==> src/sv/mtt_pkg.sv <==
`timescale 1ns / 1ps
`default_nettype none
// ----------------------------------------------------------------------------
// mtt_pkg
// Types and constants shared by the timer table modules.
// ----------------------------------------------------------------------------
package mtt_pkg;

  localparam int NUM_TIMERS_DEF = 32;
  localparam int OUT_MAX        = 32;

  typedef enum logic [2:0] {
    CMD_ALLOC = 3'd0,
    CMD_FREE  = 3'd1,
    CMD_SET   = 3'd2,
    CMD_START = 3'd3,
    CMD_TICK  = 3'd4
  } cmd_e_t;

  localparam logic [1:0] STAT_FREE  = 2'd0;
  localparam logic [1:0] STAT_ALLOC = 2'd1;
  localparam logic [1:0] STAT_USING = 2'd2;

  localparam logic KIND_ALLOC  = 1'b0;
  localparam logic KIND_EXPIRY = 1'b1;

  typedef enum logic [1:0] {
    S_IDLE   = 2'd0,
    S_READ   = 2'd1,
    S_EVAL   = 2'd2,
    S_FINISH = 2'd3
  } state_t;

  typedef struct packed {
    logic [1:0]  status;
    logic [31:0] remaining;
    logic [3:0]  destination;
    logic [7:0]  data_byte;
  } entry_t;

  typedef struct packed {
    logic        kind;
    logic [4:0]  slot_index;
    logic        alloc_ok;
    logic [3:0]  expiry_destination;
    logic [7:0]  expiry_byte;
    logic [31:0] tick_count;
    logic        last;
  } res_t;

endpackage
`default_nettype wire

==> src/sv/mtt_ram.sv <==
`timescale 1ns / 1ps
`default_nettype none
// ----------------------------------------------------------------------------
// mtt_ram
// Slot table: one write port, one read port with registered read data.
// Entries never written read back as all zero (free).
// ----------------------------------------------------------------------------
module mtt_ram #(
  parameter int DEPTH = mtt_pkg::NUM_TIMERS_DEF,
  parameter int AW    = 5
) (
  input  wire               clk,
  input  wire               rst_n,
  input  wire               we,
  input  wire [AW-1:0]      waddr,
  input  mtt_pkg::entry_t   wdata,
  input  wire               re,
  input  wire [AW-1:0]      raddr,
  output mtt_pkg::entry_t   rdata
);

  mtt_pkg::entry_t mem [DEPTH];
  mtt_pkg::entry_t rdata_r;
  logic [DEPTH-1:0] written_r;
  logic             rvalid_r;

  always_ff @(posedge clk) begin
    if (we) begin
      mem[waddr] <= wdata;
    end
    if (re) begin
      rdata_r <= mem[raddr];
    end
  end

  // Written bits stand in for a clearing pass over the table after reset.
  always_ff @(posedge clk) begin
    if (!rst_n) begin
      written_r <= '0;
      rvalid_r  <= 1'b0;
    end else begin
      if (we) begin
        written_r[waddr] <= 1'b1;
      end
      if (re) begin
        rvalid_r <= written_r[raddr];
      end
    end
  end

  assign rdata = rvalid_r ? rdata_r : '0;

endmodule
`default_nettype wire

==> src/sv/mtt_ctrl.sv <==
`timescale 1ns / 1ps
`default_nettype none
// ----------------------------------------------------------------------------
// mtt_ctrl
// Command sequencer: read-modify-write of slot entries, slot scans for
// allocate and tick, tick counter and the result register.
// ----------------------------------------------------------------------------
module mtt_ctrl #(
  parameter int NUM_TIMERS = mtt_pkg::NUM_TIMERS_DEF,
  parameter int AW         = 5
) (
  input  wire              clk,
  input  wire              rst_n,
  input  wire              in_valid,
  output logic             in_stall,
  input  wire  [2:0]       in_command,
  input  wire  [4:0]       in_slot,
  input  wire  [3:0]       in_destination,
  input  wire  [7:0]       in_data_byte,
  input  wire  [31:0]      in_timeout,
  output logic             out_valid,
  input  wire              out_stall,
  output mtt_pkg::res_t    out_res,
  output logic             mem_we,
  output logic [AW-1:0]    mem_waddr,
  output mtt_pkg::entry_t  mem_wdata,
  output logic             mem_re,
  output logic [AW-1:0]    mem_raddr,
  input  mtt_pkg::entry_t  mem_rdata
);

  localparam logic [AW-1:0] LAST_IDX = AW'(NUM_TIMERS - 1);
  localparam logic [6:0]    NUM_W    = 7'(NUM_TIMERS);

  mtt_pkg::state_t state_r, state_nxt;
  mtt_pkg::cmd_e_t cmd_r;
  logic [3:0]      dst_r;
  logic [7:0]      byte_r;
  logic [31:0]     tout_r;
  logic [31:0]     ticks_r;
  logic [AW-1:0]   idx_r;
  logic [5:0]      cnt_r;
  logic            held_valid_r;
  mtt_pkg::res_t   held_r;
  logic            out_valid_r;
  mtt_pkg::res_t   out_r;

  logic            accept;
  logic            known_cmd;
  logic            slot_ok;
  logic [6:0]      slot_ext;
  logic [6:0]      idx_ext;
  logic            out_free;
  logic            last_slot;
  logic            running;
  logic [31:0]     dec;
  logic            expire;
  logic            emit;
  logic            push;
  mtt_pkg::res_t   push_res;
  logic            idx_step;
  logic            held_load;
  logic            held_clear;
  mtt_pkg::res_t   expiry_res;

  assign in_stall  = (state_r != mtt_pkg::S_IDLE);
  assign accept    = in_valid && !in_stall;
  assign slot_ext  = 7'(in_slot);
  assign slot_ok   = slot_ext < NUM_W;
  assign idx_ext   = 7'(idx_r);
  assign out_free  = !out_valid_r || !out_stall;
  assign last_slot = (idx_r == LAST_IDX);
  assign running   = (mem_rdata.status == mtt_pkg::STAT_USING);
  assign dec       = mem_rdata.remaining - 32'd1;
  assign expire    = running && (dec == 32'd0);
  assign emit      = expire && (cnt_r < 6'(mtt_pkg::OUT_MAX));

  always_comb begin
    known_cmd = 1'b0;
    if (in_command inside {mtt_pkg::CMD_ALLOC, mtt_pkg::CMD_TICK}) begin
      known_cmd = 1'b1;
    end else if (in_command inside {mtt_pkg::CMD_FREE, mtt_pkg::CMD_SET,
                                    mtt_pkg::CMD_START}) begin
      known_cmd = slot_ok;
    end
  end

  always_comb begin
    expiry_res                    = '0;
    expiry_res.kind               = mtt_pkg::KIND_EXPIRY;
    expiry_res.slot_index         = idx_ext[4:0];
    expiry_res.expiry_destination = mem_rdata.destination;
    expiry_res.expiry_byte        = mem_rdata.data_byte;
    expiry_res.tick_count         = ticks_r;
  end

  // Next state.
  always_comb begin
    state_nxt = state_r;
    case (state_r)
      mtt_pkg::S_IDLE: begin
        if (accept && known_cmd) begin
          state_nxt = mtt_pkg::S_READ;
        end
      end
      mtt_pkg::S_READ: begin
        state_nxt = mtt_pkg::S_EVAL;
      end
      mtt_pkg::S_EVAL: begin
        case (cmd_r)
          mtt_pkg::CMD_ALLOC: begin
            if (mem_rdata.status == mtt_pkg::STAT_FREE) begin
              if (out_free) begin
                state_nxt = mtt_pkg::S_IDLE;
              end
            end else if (last_slot) begin
              state_nxt = mtt_pkg::S_FINISH;
            end else begin
              state_nxt = mtt_pkg::S_READ;
            end
          end
          mtt_pkg::CMD_TICK: begin
            if (!(emit && held_valid_r && !out_free)) begin
              state_nxt = last_slot ? mtt_pkg::S_FINISH : mtt_pkg::S_READ;
            end
          end
          default: begin
            state_nxt = mtt_pkg::S_IDLE;
          end
        endcase
      end
      mtt_pkg::S_FINISH: begin
        if (out_free || (cmd_r == mtt_pkg::CMD_TICK && !held_valid_r)) begin
          state_nxt = mtt_pkg::S_IDLE;
        end
      end
      default: begin
        state_nxt = mtt_pkg::S_IDLE;
      end
    endcase
  end

  // Datapath controls.
  always_comb begin
    mem_we     = 1'b0;
    mem_waddr  = idx_r;
    mem_wdata  = mem_rdata;
    mem_re     = 1'b0;
    mem_raddr  = idx_r;
    push       = 1'b0;
    push_res   = '0;
    idx_step   = 1'b0;
    held_load  = 1'b0;
    held_clear = 1'b0;
    case (state_r)
      mtt_pkg::S_READ: begin
        mem_re = 1'b1;
      end
      mtt_pkg::S_EVAL: begin
        case (cmd_r)
          mtt_pkg::CMD_ALLOC: begin
            if (mem_rdata.status == mtt_pkg::STAT_FREE) begin
              if (out_free) begin
                mem_we              = 1'b1;
                mem_wdata.status    = mtt_pkg::STAT_ALLOC;
                push                = 1'b1;
                push_res.kind       = mtt_pkg::KIND_ALLOC;
                push_res.slot_index = idx_ext[4:0];
                push_res.alloc_ok   = 1'b1;
                push_res.last       = 1'b1;
              end
            end else begin
              idx_step = !last_slot;
            end
          end
          mtt_pkg::CMD_FREE: begin
            mem_we           = 1'b1;
            mem_wdata.status = mtt_pkg::STAT_FREE;
          end
          mtt_pkg::CMD_SET: begin
            mem_we                = 1'b1;
            mem_wdata.destination = dst_r;
            mem_wdata.data_byte   = byte_r;
          end
          mtt_pkg::CMD_START: begin
            mem_we              = 1'b1;
            mem_wdata.status    = mtt_pkg::STAT_USING;
            mem_wdata.remaining = tout_r;
          end
          mtt_pkg::CMD_TICK: begin
            if (!(emit && held_valid_r && !out_free)) begin
              mem_we              = running;
              mem_wdata.remaining = dec;
              mem_wdata.status    = expire ? mtt_pkg::STAT_ALLOC : mtt_pkg::STAT_USING;
              idx_step            = !last_slot;
              // A new expiry pushes the one held before it, which is then
              // known not to be the last transfer of this tick.
              if (emit) begin
                held_load = 1'b1;
                push      = held_valid_r;
                push_res  = held_r;
              end
            end
          end
          default: begin
          end
        endcase
      end
      mtt_pkg::S_FINISH: begin
        if (cmd_r == mtt_pkg::CMD_ALLOC) begin
          push          = out_free;
          push_res.kind = mtt_pkg::KIND_ALLOC;
          push_res.last = 1'b1;
        end else begin
          push          = out_free && held_valid_r;
          push_res      = held_r;
          push_res.last = 1'b1;
          held_clear    = out_free;
        end
      end
      default: begin
      end
    endcase
  end

  always_ff @(posedge clk) begin
    if (!rst_n) begin
      state_r      <= mtt_pkg::S_IDLE;
      cmd_r        <= mtt_pkg::CMD_ALLOC;
      ticks_r      <= '0;
      idx_r        <= '0;
      cnt_r        <= '0;
      held_valid_r <= 1'b0;
      out_valid_r  <= 1'b0;
    end else begin
      state_r <= state_nxt;
      if (accept && known_cmd) begin
        cmd_r   <= mtt_pkg::cmd_e_t'(in_command);
        cnt_r   <= '0;
        idx_r   <= (in_command == mtt_pkg::CMD_ALLOC || in_command == mtt_pkg::CMD_TICK)
                   ? '0 : slot_ext[AW-1:0];
        if (in_command == mtt_pkg::CMD_TICK) begin
          ticks_r <= ticks_r + 32'd1;
        end
      end else if (idx_step) begin
        idx_r <= idx_r + AW'(1);
      end
      if (held_load) begin
        held_valid_r <= 1'b1;
        cnt_r        <= cnt_r + 6'd1;
      end else if (held_clear) begin
        held_valid_r <= 1'b0;
      end
      if (push) begin
        out_valid_r <= 1'b1;
      end else if (!out_stall) begin
        out_valid_r <= 1'b0;
      end
    end
  end

  always_ff @(posedge clk) begin
    if (accept) begin
      dst_r  <= in_destination;
      byte_r <= in_data_byte;
      tout_r <= in_timeout;
    end
    if (held_load) begin
      held_r <= expiry_res;
    end
    if (push) begin
      out_r <= push_res;
    end
  end

  assign out_valid = out_valid_r;
  assign out_res   = out_r;

endmodule
`default_nettype wire

==> src/sv/multi_timer_table.sv <==
`timescale 1ns / 1ps
`default_nettype none
// ----------------------------------------------------------------------------
// multi_timer_table
// Table of countdown timers with allocate, free, set, start and tick.
//
//   Channel   Ports                         Moves
//   in_       in_valid / in_stall           one command per transfer
//   out_      out_valid / out_stall         one reply or expiry per transfer
//
// Each slot entry is handled by a read and an evaluate state on the table
// memory. Free, set and start handle their one slot; allocate scans slots
// up to the first free one, or all slots and then a finish state when none
// is free; tick scans every slot and then the finish state. Both may wait
// on out_stall. Unknown commands are taken and dropped without a reply.
// rst_n clears all slots to free and the tick counter to zero at once.
// The held-expiry register lets the tick scan run on while one transfer waits.
// ----------------------------------------------------------------------------
module multi_timer_table #(
  parameter int NUM_TIMERS = mtt_pkg::NUM_TIMERS_DEF
) (
  input  wire         clk,
  input  wire         rst_n,
  input  wire         in_valid,
  output logic        in_stall,
  input  wire  [2:0]  in_command,
  input  wire  [4:0]  in_slot,
  input  wire  [3:0]  in_destination,
  input  wire  [7:0]  in_data_byte,
  input  wire  [31:0] in_timeout,
  output logic        out_valid,
  input  wire         out_stall,
  output logic        out_kind,
  output logic [4:0]  out_slot_index,
  output logic        out_alloc_ok,
  output logic [3:0]  out_expiry_destination,
  output logic [7:0]  out_expiry_byte,
  output logic [31:0] out_tick_count,
  output logic        out_last
);

  localparam int AW = (NUM_TIMERS > 1) ? $clog2(NUM_TIMERS) : 1;

  mtt_pkg::res_t   res;
  logic            mem_we;
  logic [AW-1:0]   mem_waddr;
  mtt_pkg::entry_t mem_wdata;
  logic            mem_re;
  logic [AW-1:0]   mem_raddr;
  mtt_pkg::entry_t mem_rdata;

  mtt_ctrl #(
    .NUM_TIMERS (NUM_TIMERS),
    .AW         (AW)
  ) u_ctrl (
    .clk            (clk),
    .rst_n          (rst_n),
    .in_valid       (in_valid),
    .in_stall       (in_stall),
    .in_command     (in_command),
    .in_slot        (in_slot),
    .in_destination (in_destination),
    .in_data_byte   (in_data_byte),
    .in_timeout     (in_timeout),
    .out_valid      (out_valid),
    .out_stall      (out_stall),
    .out_res        (res),
    .mem_we         (mem_we),
    .mem_waddr      (mem_waddr),
    .mem_wdata      (mem_wdata),
    .mem_re         (mem_re),
    .mem_raddr      (mem_raddr),
    .mem_rdata      (mem_rdata)
  );

  mtt_ram #(
    .DEPTH (NUM_TIMERS),
    .AW    (AW)
  ) u_ram (
    .clk   (clk),
    .rst_n (rst_n),
    .we    (mem_we),
    .waddr (mem_waddr),
    .wdata (mem_wdata),
    .re    (mem_re),
    .raddr (mem_raddr),
    .rdata (mem_rdata)
  );

  assign out_kind               = res.kind;
  assign out_slot_index         = res.slot_index;
  assign out_alloc_ok           = res.alloc_ok;
  assign out_expiry_destination = res.expiry_destination;
  assign out_expiry_byte        = res.expiry_byte;
  assign out_tick_count         = res.tick_count;
  assign out_last               = res.last;

endmodule
`default_nettype wire
==> config.mk <==
export PLATFORM = sky130hd
export DESIGN_NAME = multi_timer_table
export DESIGN_NICKNAME = d
export VERILOG_FILES = /design/src/sv/mtt_pkg.sv /design/src/sv/mtt_ram.sv /design/src/sv/mtt_ctrl.sv /design/src/sv/multi_timer_table.sv
export SDC_FILE = /design/constraint.sdc
export NUM_CORES = 2
export LEC_CHECK = 0
export BUFFER_PORTS_ARGS = -buffer_cell sky130_fd_sc_hd__buf_2
export CORE_AREA = 2 2 338 340
export CTS_BUF_LIST = sky130_fd_sc_hd__clkbuf_8 sky130_fd_sc_hd__clkbuf_16
export CTS_CLUSTER_DIAMETER = 40
export DETAILED_ROUTE_END_ITERATION = 16
export DIE_AREA = 0 0 340 342
export HOLD_SLACK_MARGIN = 0.06
export PLACE_DENSITY = 0.76
export SYNTH_ARGS = -nofsm -noshare
export SYNTH_HDL_FRONTEND = slang
export SYNTH_SLANG_ARGS = --single-unit
==> constraint.sdc <==
create_clock -name clk -period 6.3 [get_ports clk]
set_clock_uncertainty 0.1 [all_clocks]
set_input_delay 1.26 -clock clk [delete_from_list [all_inputs] [get_ports clk]]
set_output_delay 1.26 -clock clk [all_outputs]
set_load 0.01 [all_outputs]
==> reports/qor.csv <==
stage,metric,value,unit
synth,synth.distinct_cells,68,
clock_tree,cts_buffers,183,
synth,ys.flop_type,edfxtp_1,
global_routing,antenna_found_initial,2,
sta,setup_viol,0,
route,dr.pass1.iters,7,
critical_path,crit_path_top_delay_cell,or4b_1,
final_layout,final_net_count,3525,
global_routing,grt-ovfl-total,0,
route,routed_wl,173,mm
synth,synth_edf_count,1663,
route,via_per_inst,6.98,
clock_tree,ctsHtreeMaxLevel,4,
synth,synth.top_cell.area_share,0.746,
sta,finalMaxSlewViolations,0,
place,place.gp.congestion,1.03,
synth,muxShareOfSynthArea,0.130,
synth,ys_seq_elements,1746,
sta,worst_pin_slew,1.45,ns
power,peakVddDrop,0.273,mV
synth,synthCells,3279,
sta,min_period,5.74,ns
floorplanning,die_y,342,um
clock_tree,cts_tree,built,
synth,yosysWarnings,0,
critical_path,crit_buf_inv,2,
sta,hold_viol_final,0,
floorplanning,core,113000,um^2
sta,clock.fmax,174,MHz
synth,synth-adder-area-share,0.00168,
place,io_buffers,109,
synth,synth_xor_area_frac,0.00418,
floorplanning,pin_count,110,
place,dpl.hpwl,98.6,mm
power,power.leakage,23.9,nW
clock_tree,ctsResizeCount,0,
synth,yosysTopAreaCell,edfxtp_1,
synth,yosysSeqAreaShare,0.770,
sta,rsz0062_at_grt,no,
floorplanning,die_w,340,um
critical_path,critPathMaxFanout,24,
floorplanning,fp.dieArea,116000,um^2
clock_tree,clk_pin_slew_worst_paths,0.07,ns
critical_path,critPathLaunchType,flop,
synth,synth_compound_area_frac,0.0422,
final_layout,area_growth,13.1,%
sta,min_period_over_period,0.912,
global_routing,first_global_vias,35681,
sta,holdWs,0.358,ns
synth,synth_top_family_by_area,multiplexers,
route,ant_nets,0,
critical_path,cp_cell_sequence,nand2_1 > ha_1 > or4b_1 > or4_4 > o21a_1 > o21ai_1 > nand4_1 > or4_4 > nor3_2 > buf_4 > nand2b_1 > o21ai_1 > buf_4,
clock_tree,insertion_delay,0.79,ns
global_routing,grt_usage,0.302,
sta,relSlewSlack,0.0256,
place,pre_cts_slack,0.711,ns
synth,avgSynthCellArea,20.4,um^2
critical_path,crit_type,reg2reg,
critical_path,cpPeakStageDelay,0.66,ns
sta,setup_ws,0.556,ns
clock_tree,cts_root_buf,clkbuf_16,
final_layout,drive_gt1_frac,0.258,
min_path,hp-class,reg2reg,
route,vias,35745,
synth,synth_async_sr_flop_share,0,
route,drc_errors,0,
synth,syn_nets,3344,
floorplanning,start_util,0.592,
power,total_power,24.9,mW
synth,synthTopCellsByArea,"edfxtp_1 75%, mux4_2 13%, dfxtp_1 2.5%",
global_routing,grt_first_pass_wirelength,250,mm
final_layout,diodes,0,
clock_tree,cts.sinks,1746,
outcome,outcome,finished clean,
clock_tree,cts_hold_buf,0,
global_routing,grt_max_degree,133,
critical_path,arrival,6.13,ns
critical_path,worstSetupEndpointType,flop,
job,maxCapViolCount,0,
synth,synth_area,67000,um^2
critical_path,critPathTopFamily,simple AND/OR/NAND/NOR gates,
clock_tree,post_cts.repair.setup_buffers,0,
synth,synth-simple-area-share,0.0398,
route,first_iter_violations,6192,
sta,fin_setup_tns,0,ns
floorplanning,rows,124,
clock_tree,clock_path_buffers,3,
route,wl_per_cell,33.9,um
critical_path,worstPathRequired,6.69,ns
power,p_per_area,329,nW/um^2
## synth_stat cells, drive strengths merged (3+ instances only)
library cell / number
mux4: 376
nand4: 62
o41ai: 4
nand4b: 7
ha: 9
nor3: 25
a22o: 5
nand2b: 9
mux2i: 9
or2: 7
nor2: 72
edfxtp: 1663
a31oi: 10
a221o: 6
xnor2: 11
nor2b: 5
a22oi: 210
buf: 57
a21oi: 31
inv: 10
and4: 3
a311oi: 3
a32oi: 5
dfxtp: 83
o31a: 5
and3: 44
a32o: 8
o21a: 4
o21ai: 46
a211oi: 4
nand3: 31
mux2: 13
or4: 10
and2: 68
nand2: 110
nor4: 17
or3: 22
xor2: 21
clkbuf: 136
o211ai: 6
o31ai: 30
## final cells by class
| type | instances | area, um^2 |
|---|---|---|
| clock buffers | 191 | 4720 |
| fillers | 6813 | 37300 |
| multi-input cells | 1329 | 14900 |
| flip-flops and latches | 1746 | 51600 |
| repair buffers | 189 | 1350 |
| inverters | 11 | 41.3 |
| clock inverters | 144 | 1310 |
| well taps | 1512 | 1890 |
## where the power goes
group          internal, mW  leakage, nW  switching (mW)
logic                 0.513         4.76           0.881
clock network          6.20         3.02            4.51
registers              12.7         16.1          0.0937
## layer usage
metal | wire (um) | track usage | part of all wire
met3 | 21800 | 0.0775 | 0.13
met5 | 13 | 0 | 0.000075
met2 | 82200 | 0.468 | 0.47
met1 | 61200 | 0.411 | 0.35
met4 | 8220 | 0.133 | 0.047
## kinds of logic after synthesis
logic type / Yosys count
muxes: 398
DFF: 1746
and+or+nand+nor: 498
xor gates and xnor gates: 32
AOI/OAI and AO/OA: 392
buffers and inverters: 204
adders and majority gates: 9
## sequential cells by signal (all words and copies together) (netlist names), 5 cells and up
| signal | count |
|---|---|
| u_ctrl.cnt_r | 6 |
| u_ctrl.tout_r | 32 |
| u_ctrl.byte_r | 8 |
| u_ctrl.ticks_r | 32 |
| u_ram.rdata_r | 46 |
| u_ctrl.out_res | 52 |
| u_ctrl.held_r | 49 |
| u_ram.written_r | 32 |
| u_ram.mem | 1472 |
| u_ctrl.mem_raddr | 5 |
## tightest hold or removal path, stage by stage (launching register included)
cell and delay (ns):
dfxtp_1 0.33, nand2_1 0.05, o31ai_1 0.05
## placed cells by master, fill, tap and decap left out, types with 18 or more instances in the layout
cell | Yosys | routed
inv_1 | 10 | 37
clkinv_2 | 0 | 31
o21ai_0 | 44 | 23
clkinvlp_4 | 0 | 19
xor2_1 | 21 | 21
nand3_1 | 31 | 31
nor3_1 | 23 | 19
buf_4 | 0 | 64
a22oi_1 | 210 | 210
mux4_2 | 376 | 376
nand4_1 | 62 | 62
bufinv_16 | 0 | 18
a21oi_1 | 31 | 31
clkbuf_16 | 0 | 186
buf_2 | 10 | 109
clkinv_1 | 1 | 25
and3_4 | 0 | 32
nor2_1 | 72 | 68
dfxtp_1 | 83 | 80
edfxtp_1 | 1663 | 1663
o31ai_1 | 29 | 29
o21ai_1 | 1 | 21
or3_1 | 22 | 22
nand2_1 | 110 | 109
and2_1 | 68 | 66
## through the flow
step	util	area [um^2]	cells
2_1_floorplan	-	67000	3279
3_3_place_gp	0.617	69700	4787
3_5_place_dp	0.617	69700	4787
4_1_cts	0.670	75800	5122
5_1_grt	0.670	75800	5122
6_report	0.670	75800	5122
## path summary, 6_finish.rpt
| check | start | end | slack (ns) | depth (start not counted) |
|---|---|---|---|---|
| setup / recovery | u_ram.rdata_r[12] | u_ram.mem[28][32] | 0.56 | 13 |
| hold / removal | u_ram.written_r[20] | u_ram.written_r[20] | 0.36 | 2 |
| setup reg to reg | u_ram.rdata_r[12] | u_ram.mem[28][32] | 0.56 | 13 |
| hold reg to reg | u_ram.written_r[20] | u_ram.written_r[20] | 0.36 | 2 |
Power figures use the tool's default switching activity.
